**src/sv/tdas_pkg.sv**
```systemverilog
// shared types and constants for the tiled display area splitter
// no dependencies
package tdas_pkg;

    localparam int MAX_PANELS = 3;
    localparam int COORD_W    = 11;
    localparam int LOCAL_W    = 10;
    localparam int SIZE_W     = 11;
    localparam int START_W    = 22;
    localparam int STRIDE_W   = 12;
    localparam int IDX_W      = 2;
    localparam int CFG_IDX_W  = 3;
    localparam int CFG_DATA_W = 11;

    // register map
    localparam logic [CFG_IDX_W-1:0] CFG_PANELS_READY = 3'd0;
    localparam logic [CFG_IDX_W-1:0] CFG_ORIGIN_BASE  = 3'd1;

    // origin reset values per panel
    localparam logic [COORD_W-1:0] ORG_X_RST [MAX_PANELS] = '{11'd0, 11'd240, 11'd480};
    localparam logic [COORD_W-1:0] ORG_Y_RST [MAX_PANELS] = '{11'd0, 11'd0, 11'd0};

    typedef struct packed {
        logic [COORD_W-1:0] left;
        logic [COORD_W-1:0] top;
        logic [COORD_W-1:0] right;
        logic [COORD_W-1:0] bottom;
    } t_rect;

    typedef struct packed {
        logic [COORD_W-1:0] x;
        logic [COORD_W-1:0] y;
    } t_origin;

    typedef struct packed {
        logic [LOCAL_W-1:0]  local_x;
        logic [LOCAL_W-1:0]  local_y;
        logic [SIZE_W-1:0]   width;
        logic [SIZE_W-1:0]   height;
        logic [START_W-1:0]  start;
        logic [STRIDE_W-1:0] stride;
        logic                contig;
    } t_window;

endpackage

```
**src/sv/tdas_cfg_regs.sv**
```systemverilog
// configuration register file: panels ready flag and panel origins
// depends on tdas_pkg
module tdas_cfg_regs #(
    parameter int PANEL_COUNT_P = 3
) (
    input  logic                               i_clk,
    input  logic                               i_rst_n,
    input  logic                               i_cfg_valid,
    input  logic [tdas_pkg::CFG_IDX_W-1:0]     i_cfg_index,
    input  logic [tdas_pkg::CFG_DATA_W-1:0]    i_cfg_data,
    output logic                               o_panels_ready,
    output tdas_pkg::t_origin                  o_origin [PANEL_COUNT_P]
);
    import tdas_pkg::*;

    logic    r_panels_ready;
    t_origin r_origin [PANEL_COUNT_P];

    always_ff @(posedge i_clk) begin
        if (!i_rst_n) begin
            r_panels_ready <= 1'b0;
        end else if (i_cfg_valid && i_cfg_index == CFG_PANELS_READY) begin
            r_panels_ready <= i_cfg_data[0];
        end
    end

    for (genvar p = 0; p < PANEL_COUNT_P; p++) begin : g_panel
        localparam logic [CFG_IDX_W-1:0] X_IDX = CFG_IDX_W'(CFG_ORIGIN_BASE + 2 * p);
        localparam logic [CFG_IDX_W-1:0] Y_IDX = CFG_IDX_W'(CFG_ORIGIN_BASE + 2 * p + 1);

        always_ff @(posedge i_clk) begin
            if (!i_rst_n) begin
                r_origin[p].x <= ORG_X_RST[p];
                r_origin[p].y <= ORG_Y_RST[p];
            end else if (i_cfg_valid) begin
                if (i_cfg_index == X_IDX) begin
                    r_origin[p].x <= i_cfg_data;
                end
                if (i_cfg_index == Y_IDX) begin
                    r_origin[p].y <= i_cfg_data;
                end
            end
        end

        assign o_origin[p] = r_origin[p];
    end

    assign o_panels_ready = r_panels_ready;

endmodule

```
**src/sv/tdas_clip_lane.sv**
```systemverilog
// clips one rectangle against one panel and forms its window word
// depends on tdas_pkg
module tdas_clip_lane #(
    parameter int TILE_WIDTH  = 240,
    parameter int TILE_HEIGHT = 240
) (
    input  tdas_pkg::t_rect   i_rect,
    input  tdas_pkg::t_origin i_origin,
    output logic              o_hit,
    output tdas_pkg::t_window o_win
);
    import tdas_pkg::*;

    logic [COORD_W:0]     sx2;
    logic [COORD_W:0]     sy2;
    logic [COORD_W-1:0]   ix1;
    logic [COORD_W-1:0]   iy1;
    logic [COORD_W-1:0]   ix2;
    logic [COORD_W-1:0]   iy2;
    logic [COORD_W-1:0]   dx;
    logic [COORD_W-1:0]   dy;
    logic [STRIDE_W-1:0]  aw;
    logic [SIZE_W-1:0]    w;
    logic [START_W:0]     prod;

    always_comb begin
        sx2 = {1'b0, i_origin.x} + (COORD_W + 1)'(TILE_WIDTH - 1);
        sy2 = {1'b0, i_origin.y} + (COORD_W + 1)'(TILE_HEIGHT - 1);
        ix1 = (i_rect.left > i_origin.x) ? i_rect.left : i_origin.x;
        iy1 = (i_rect.top > i_origin.y) ? i_rect.top : i_origin.y;
        ix2 = ({1'b0, i_rect.right} < sx2) ? i_rect.right : sx2[COORD_W-1:0];
        iy2 = ({1'b0, i_rect.bottom} < sy2) ? i_rect.bottom : sy2[COORD_W-1:0];
        o_hit = (ix1 <= ix2) && (iy1 <= iy2);

        aw   = {1'b0, i_rect.right} - {1'b0, i_rect.left} + STRIDE_W'(1);
        w    = ix2 - ix1 + SIZE_W'(1);
        dx   = ix1 - i_rect.left;
        dy   = iy1 - i_rect.top;
        prod = {12'd0, dy} * {11'd0, aw};

        o_win.local_x = LOCAL_W'(ix1 - i_origin.x);
        o_win.local_y = LOCAL_W'(iy1 - i_origin.y);
        o_win.width   = w;
        o_win.height  = iy2 - iy1 + SIZE_W'(1);
        o_win.start   = prod[START_W-1:0] + START_W'(dx);
        o_win.stride  = aw;
        o_win.contig  = ({1'b0, w} == aw);
    end

endmodule

```
**src/sv/tdas_emitter.sv**
```systemverilog
// window buffer: holds the clipped windows of one rectangle and sends them out
// one word per cycle in panel order while i_ready is high; depends on tdas_pkg
module tdas_emitter #(
    parameter int PANEL_COUNT_P = 3
) (
    input  logic                          i_clk,
    input  logic                          i_rst_n,
    input  logic                          i_load,
    output logic                          o_load_ready,
    input  logic [PANEL_COUNT_P-1:0]      i_hit,
    input  tdas_pkg::t_window             i_win [PANEL_COUNT_P],
    output logic                          o_valid,
    input  logic                          i_ready,
    output logic [tdas_pkg::IDX_W-1:0]    o_panel_index,
    output logic                          o_last,
    output tdas_pkg::t_window             o_win
);
    import tdas_pkg::*;

    logic [PANEL_COUNT_P-1:0] r_mask;
    logic [PANEL_COUNT_P-1:0] n_mask;
    t_window                  r_win [PANEL_COUNT_P];
    logic [PANEL_COUNT_P-1:0] grant;
    logic [PANEL_COUNT_P-1:0] rest;
    logic                     pop;
    logic                     load;

    always_comb begin
        grant        = r_mask & (~r_mask + PANEL_COUNT_P'(1));
        rest         = r_mask & ~grant;
        o_valid      = |r_mask;
        o_last       = (rest == '0);
        pop          = o_valid && i_ready;
        o_load_ready = !o_valid || (pop && o_last);
        load         = i_load && o_load_ready;

        if (load) begin
            n_mask = i_hit;
        end else if (pop) begin
            n_mask = rest;
        end else begin
            n_mask = r_mask;
        end

        o_win         = '0;
        o_panel_index = '0;
        for (int p = 0; p < PANEL_COUNT_P; p++) begin
            if (grant[p]) begin
                o_win         = t_window'(o_win | r_win[p]);
                o_panel_index = o_panel_index | IDX_W'(p);
            end
        end
    end

    always_ff @(posedge i_clk) begin
        if (!i_rst_n) begin
            r_mask <= '0;
        end else begin
            r_mask <= n_mask;
        end
    end

    always_ff @(posedge i_clk) begin
        if (load) begin
            for (int p = 0; p < PANEL_COUNT_P; p++) begin
                r_win[p] <= i_win[p];
            end
        end
    end

endmodule

```
**src/sv/tiled_display_area_splitter_unit.sv**
```systemverilog
// top level of the tiled display area splitter
// depends on tdas_pkg, tdas_cfg_regs, tdas_clip_lane, tdas_emitter
//
// A rectangle word is registered on acceptance; every panel is then clipped in
// parallel from that register and the non-empty windows land in the window
// buffer, from which one window word per cycle leaves in panel order while the
// output is ready, the final one flagged last_window. A rectangle holds the
// window buffer until its last window word is taken, so the single output word
// per cycle sets the rate when several panels are hit; rectangles giving one
// window or none are taken every cycle while the output is ready. A rectangle
// loaded while panels_ready is 0 yields no windows. Configuration writes are
// always accepted and are meant to happen only while the block is idle.
module tiled_display_area_splitter_unit #(
    parameter int PANEL_COUNT_P = 3,
    parameter int TILE_WIDTH    = 240,
    parameter int TILE_HEIGHT   = 240
) (
    input  logic                               i_clk,
    input  logic                               i_rst_n,
    input  logic                               i_cfg_valid,
    output logic                               o_cfg_ready,
    input  logic [tdas_pkg::CFG_IDX_W-1:0]     i_cfg_index,
    input  logic [tdas_pkg::CFG_DATA_W-1:0]    i_cfg_data,
    input  logic                               i_in_valid,
    output logic                               o_in_ready,
    input  logic [tdas_pkg::COORD_W-1:0]       i_area_left,
    input  logic [tdas_pkg::COORD_W-1:0]       i_area_top,
    input  logic [tdas_pkg::COORD_W-1:0]       i_area_right,
    input  logic [tdas_pkg::COORD_W-1:0]       i_area_bottom,
    output logic                               o_out_valid,
    input  logic                               i_out_ready,
    output logic [tdas_pkg::IDX_W-1:0]         o_panel_index,
    output logic [tdas_pkg::LOCAL_W-1:0]       o_local_x,
    output logic [tdas_pkg::LOCAL_W-1:0]       o_local_y,
    output logic [tdas_pkg::SIZE_W-1:0]        o_window_width,
    output logic [tdas_pkg::SIZE_W-1:0]        o_window_height,
    output logic [tdas_pkg::START_W-1:0]       o_source_start,
    output logic [tdas_pkg::STRIDE_W-1:0]      o_source_stride,
    output logic                               o_rows_contiguous,
    output logic                               o_last_window
);
    import tdas_pkg::*;

    logic                     panels_ready;
    t_origin                  origin [PANEL_COUNT_P];
    t_rect                    r_rect;
    logic                     r_in_vld;
    logic                     load_ready;
    logic [PANEL_COUNT_P-1:0] lane_hit;
    logic [PANEL_COUNT_P-1:0] hit;
    t_window                  lane_win [PANEL_COUNT_P];
    t_window                  out_win;

    assign o_cfg_ready = 1'b1;

    tdas_cfg_regs #(
        .PANEL_COUNT_P(PANEL_COUNT_P)
    ) u_cfg (
        .i_clk         (i_clk),
        .i_rst_n       (i_rst_n),
        .i_cfg_valid   (i_cfg_valid),
        .i_cfg_index   (i_cfg_index),
        .i_cfg_data    (i_cfg_data),
        .o_panels_ready(panels_ready),
        .o_origin      (origin)
    );

    assign o_in_ready = !r_in_vld || load_ready;

    always_ff @(posedge i_clk) begin
        if (!i_rst_n) begin
            r_in_vld <= 1'b0;
        end else if (o_in_ready) begin
            r_in_vld <= i_in_valid;
        end
    end

    always_ff @(posedge i_clk) begin
        if (i_in_valid && o_in_ready) begin
            r_rect.left   <= i_area_left;
            r_rect.top    <= i_area_top;
            r_rect.right  <= i_area_right;
            r_rect.bottom <= i_area_bottom;
        end
    end

    for (genvar p = 0; p < PANEL_COUNT_P; p++) begin : g_lane
        tdas_clip_lane #(
            .TILE_WIDTH (TILE_WIDTH),
            .TILE_HEIGHT(TILE_HEIGHT)
        ) u_lane (
            .i_rect  (r_rect),
            .i_origin(origin[p]),
            .o_hit   (lane_hit[p]),
            .o_win   (lane_win[p])
        );
    end

    assign hit = panels_ready ? lane_hit : '0;

    tdas_emitter #(
        .PANEL_COUNT_P(PANEL_COUNT_P)
    ) u_emit (
        .i_clk        (i_clk),
        .i_rst_n      (i_rst_n),
        .i_load       (r_in_vld),
        .o_load_ready (load_ready),
        .i_hit        (hit),
        .i_win        (lane_win),
        .o_valid      (o_out_valid),
        .i_ready      (i_out_ready),
        .o_panel_index(o_panel_index),
        .o_last       (o_last_window),
        .o_win        (out_win)
    );

    assign o_local_x         = out_win.local_x;
    assign o_local_y         = out_win.local_y;
    assign o_window_width    = out_win.width;
    assign o_window_height   = out_win.height;
    assign o_source_start    = out_win.start;
    assign o_source_stride   = out_win.stride;
    assign o_rows_contiguous = out_win.contig;

    // words of one rectangle leave in rising panel order
    a_panel_order: assert property (@(posedge i_clk) disable iff (!i_rst_n)
        o_out_valid && i_out_ready && !o_last_window
        |=> o_out_valid && (o_panel_index > $past(o_panel_index)))
        else $error("window words out of panel order");

    // no new window word appears while panels are not ready and none is pending
    a_not_ready: assert property (@(posedge i_clk) disable iff (!i_rst_n)
        !panels_ready && !o_out_valid |=> !o_out_valid)
        else $error("window word while panels not ready");

    // addressed panel is always one that exists
    a_panel_range: assert property (@(posedge i_clk) disable iff (!i_rst_n)
        o_out_valid |-> (o_panel_index < IDX_W'(PANEL_COUNT_P)))
        else $error("panel index out of range");

endmodule
```
**config.mk**
```make
export PLATFORM = sky130hd
export DESIGN_NAME = tiled_display_area_splitter_unit
export DESIGN_NICKNAME = d
export VERILOG_FILES = /design/src/sv/tdas_pkg.sv /design/src/sv/tdas_cfg_regs.sv /design/src/sv/tdas_clip_lane.sv /design/src/sv/tdas_emitter.sv /design/src/sv/tiled_display_area_splitter_unit.sv
export SDC_FILE = /design/constraint.sdc
export NUM_CORES = 2
export LEC_CHECK = 0
export BUFFER_PORTS_ARGS = -buffer_cell sky130_fd_sc_hd__clkbuf_2
export CAP_MARGIN = 20
export CORE_AREA = 2 2 375 377
export CTS_BUF_LIST = sky130_fd_sc_hd__clkbuf_2
export DETAILED_ROUTE_END_ITERATION = 7
export DIE_AREA = 0 0 377 379
export SETUP_SLACK_MARGIN = 0.5
export SKIP_LAST_GASP = 1
export SLEW_MARGIN = 20
export SYNTH_ARGS = -nofsm -noshare
export SYNTH_HDL_FRONTEND = slang
export SYNTH_SLANG_ARGS = --single-unit
```
**constraint.sdc**
```tcl
create_clock -name i_clk -period 19.17 [get_ports i_clk]
set_clock_uncertainty 0.2 [all_clocks]
set_input_delay 3.834 -clock i_clk [delete_from_list [all_inputs] [get_ports i_clk]]
set_output_delay 3.834 -clock i_clk [all_outputs]
set_load 0.03 [all_outputs]
```
==> flow_summary.yaml <==
placed_design:
  port_buffers: 144
  gp_congestion: 0.948
  dpl.hpwl_um: 108000
floorplan:
  rows: 137
  die_w_um: 377
  die_h_um: 379
  fp.coreArea_sq_um: 139000
  start_util: 0.299
  die_area_sq_um: 143000
  pin_count: 146
clock_network:
  cts_root_buf: "clkbuf_2"
  cts_buffers: 93
  clock_latency_ns: 1.29
  cts_resized: 0
  cts_setup_buffers: 0
  cts_sinks: 322
  path_clk_slew_ns: 0.10
  cts_tree: "done"
  holdBufCountCts: 0
  clk_path_buf_depth: 3
  htreeDepth: 3
layout:
  drive_gt1_frac: 0.0957
  nets: 5567
  area_growth_syn_to_layout_pct: 9.18
status:
  status: "finished clean"
logic_synthesis:
  async_flop_share: 0
  seq_area_frac_synth: 0.232
  synth_common_cells: "695 x inv_1, 608 x ha_1, 389 x nand2_1"
  synth_cell_types: 90
  netlist_area_sq_um: 41500
  ys_ff_latch: 322
  syn_nets: 5398
  yosysWarnings: 0
  synth_flop_cell: "edfxtp_1"
  syn_avg_cell_area_sq_um: 9.42
  yosys-top-cells-area: "edfxtp_1 23%, ha_1 18%, fa_1 15%"
  syn_inst: 4406
  yosysTopAreaCell: "edfxtp_1"
  synth_edf_count: 317
  synth_most_common_cell: "inv_1"
  yosysTopAreaCellShare: 0.229
setup_path:
  end_kind: "flop"
  crit_path_start_kind: "flop"
  r2r_end: "u_emit.r_win[0][31]"
  critPathSlowestCell: "xnor2_1"
  worst_r2r_path_depth: 32
  path_common_cell: "fa_1"
  cp.arrival_ns: 11.23
  max_stage_delay_ns: 0.83
  r2r_slack_ns: 8.74
  crit_buf_inv: 5
  crit_required_ns: 19.97
  worstSetupPathType: "flop to flop"
  r2r-start: "r_rect[23]"
  critPathTopFamily: "adder cells"
  path_max_fanout: 20
detailed_routing:
  drt_iter0_drc: 2385
  postRouteWirelength_um: 134000
  wl_per_cell_um: 20.8
  vias_per_cell: 4.99
  num_vias: 32164
  drc: 0
  dr.pass1.iters: 5
  antenna_left: 0
global_route:
  overflow: 0
  grt_max_degree: 140
  top_usage_layer: "met2"
  grtUsageMet3: 0.0285
  grt_pass1_vias: 32853
  track_usage: 0.189
  gr-usage-met2: 0.316
  grt_pass1_wl_um: 203000
  grt.met1_usage: 0.245
  antenna_found_initial: 8
sta:
  period_needed_ns: 10.43
  tightest_slew_ns: 1.26
  rsz0062_at_grt: "false"
  hold_viol_final: 0
  tns_ns: 0
  setup_viol: 0
  period_share: 0.544
  fmax_ghz: 0.0959
  maxSlewViolCount: 0
  relSlewSlack: 0.154
worst_hold_path:
  holdPathStages: 2
  worstHoldPathType: "flop to flop"
  holdPathEnd: "u_cfg.o_panels_ready"
  hp-start: "u_cfg.o_panels_ready"
job:
  maxCapViolCount: 0
## worst reg2reg max path, delay by kind of cell (launching register included)
| family | cells | cell delay, ns |
|---|---|---|
| compound gates | 11 | 3.07 |
| xor+xnor | 2 | 0.96 |
| fa+ha+maj | 8 | 3.83 |
| buf+inv | 5 | 0.44 |
| flops | 1 | 0.56 |
| simple gates | 6 | 1.07 |
## cell type report
cell class | count | area [sq um]
inverters | 702 | 2640
well taps | 1807 | 2260
clock buffers | 123 | 616
clock inverters | 35 | 206
flip-flops and latches | 322 | 9630
repair buffers | 196 | 1120
diodes | 5 | 12.5
multi-input cells | 3260 | 28800
fillers | 14462 | 93500
## cell usage in the layout (no fill, tap or decap), drive strengths merged, types with 52 or more instances in the layout
cell and instances:
a22oi 66, o21ai 230, nor2b 78, mux2i 116
nand2 389, nor2 253, a21oi 138, buf 52
edfxtp 317, a21o 85, clkbuf 267, and2 135
inv 704, xor2 91, mux2 53, ha 608
xnor2 207, fa 321, nand2b 74
## worst max-delay path by stage
stage / from / cells after the start / endpoint / slack [ns]
2_1_floorplan: i_out_ready / 6 / u_emit.r_mask[1] / 3.79
3_3_place_gp: r_rect[23] / 30 / u_emit.r_win[0][34] / 8.94
3_5_place_dp: r_rect[23] / 33 / u_emit.r_win[0][34] / 8.80
4_1_cts: r_rect[23] / 32 / u_emit.r_win[0][31] / 8.74
5_1_grt: r_rect[23] / 32 / u_emit.r_win[0][31] / 8.14
6_report: r_rect[23] / 32 / u_emit.r_win[0][31] / 8.74
## state kept, by name, summed over array words and instances (netlist names)
signal	flops
u_cfg.o_panels_ready	1
u_cfg.r_origin	66
r_in_vld	1
r_rect	44
u_emit.r_win	207
u_emit.r_mask	3
## per-stage QoR
| stage | area (sq um) | util | hold WS (ns) | std cells | setup slack (ns) |
|---|---|---|---|---|---|
| 6_report | 45300 | 0.326 | 0.297 | 6450 | 8.74 |
| 5_1_grt | 45300 | 0.326 | 0.309 | 6448 | 8.14 |
| 4_1_cts | 45300 | 0.326 | 0.294 | 6445 | 8.74 |
| 3_5_place_dp | 44500 | 0.320 | 0.280 | 6287 | 8.80 |
| 3_3_place_gp | 44500 | 0.320 | 0.272 | 6287 | 8.94 |
| 2_1_floorplan | 41500 | - | 0.254 | 4406 | 3.79 |
## routing by layer
layer  up-vias  share of wire  wire (um)
li1      15207              -          -
met1     15814           0.44      58800
met2       905           0.47      62500
met3       238          0.054       7300
met4         0          0.041       5490
met5         -              0          0
## cell families (layout without fill, tap and decap cells)
| kind of cell | count (synthesis) | after routing | synth area share |
|---|---|---|---|
| compound gates | 737 | 737 | 0.116 |
| xor+xnor | 300 | 300 | 0.0654 |
| fa+ha+maj | 929 | 929 | 0.338 |
| buf+inv | 824 | 1056 | 0.0760 |
| flops | 322 | 322 | 0.232 |
| mux | 169 | 169 | 0.0423 |
| other cells | 1 | 6 | 0.0000903 |
| simple gates | 1124 | 1124 | 0.130 |
Power is left out: the tool's default activity adds up to more than one toggle a clock period on the data nets, which glitch-free logic cannot reach.
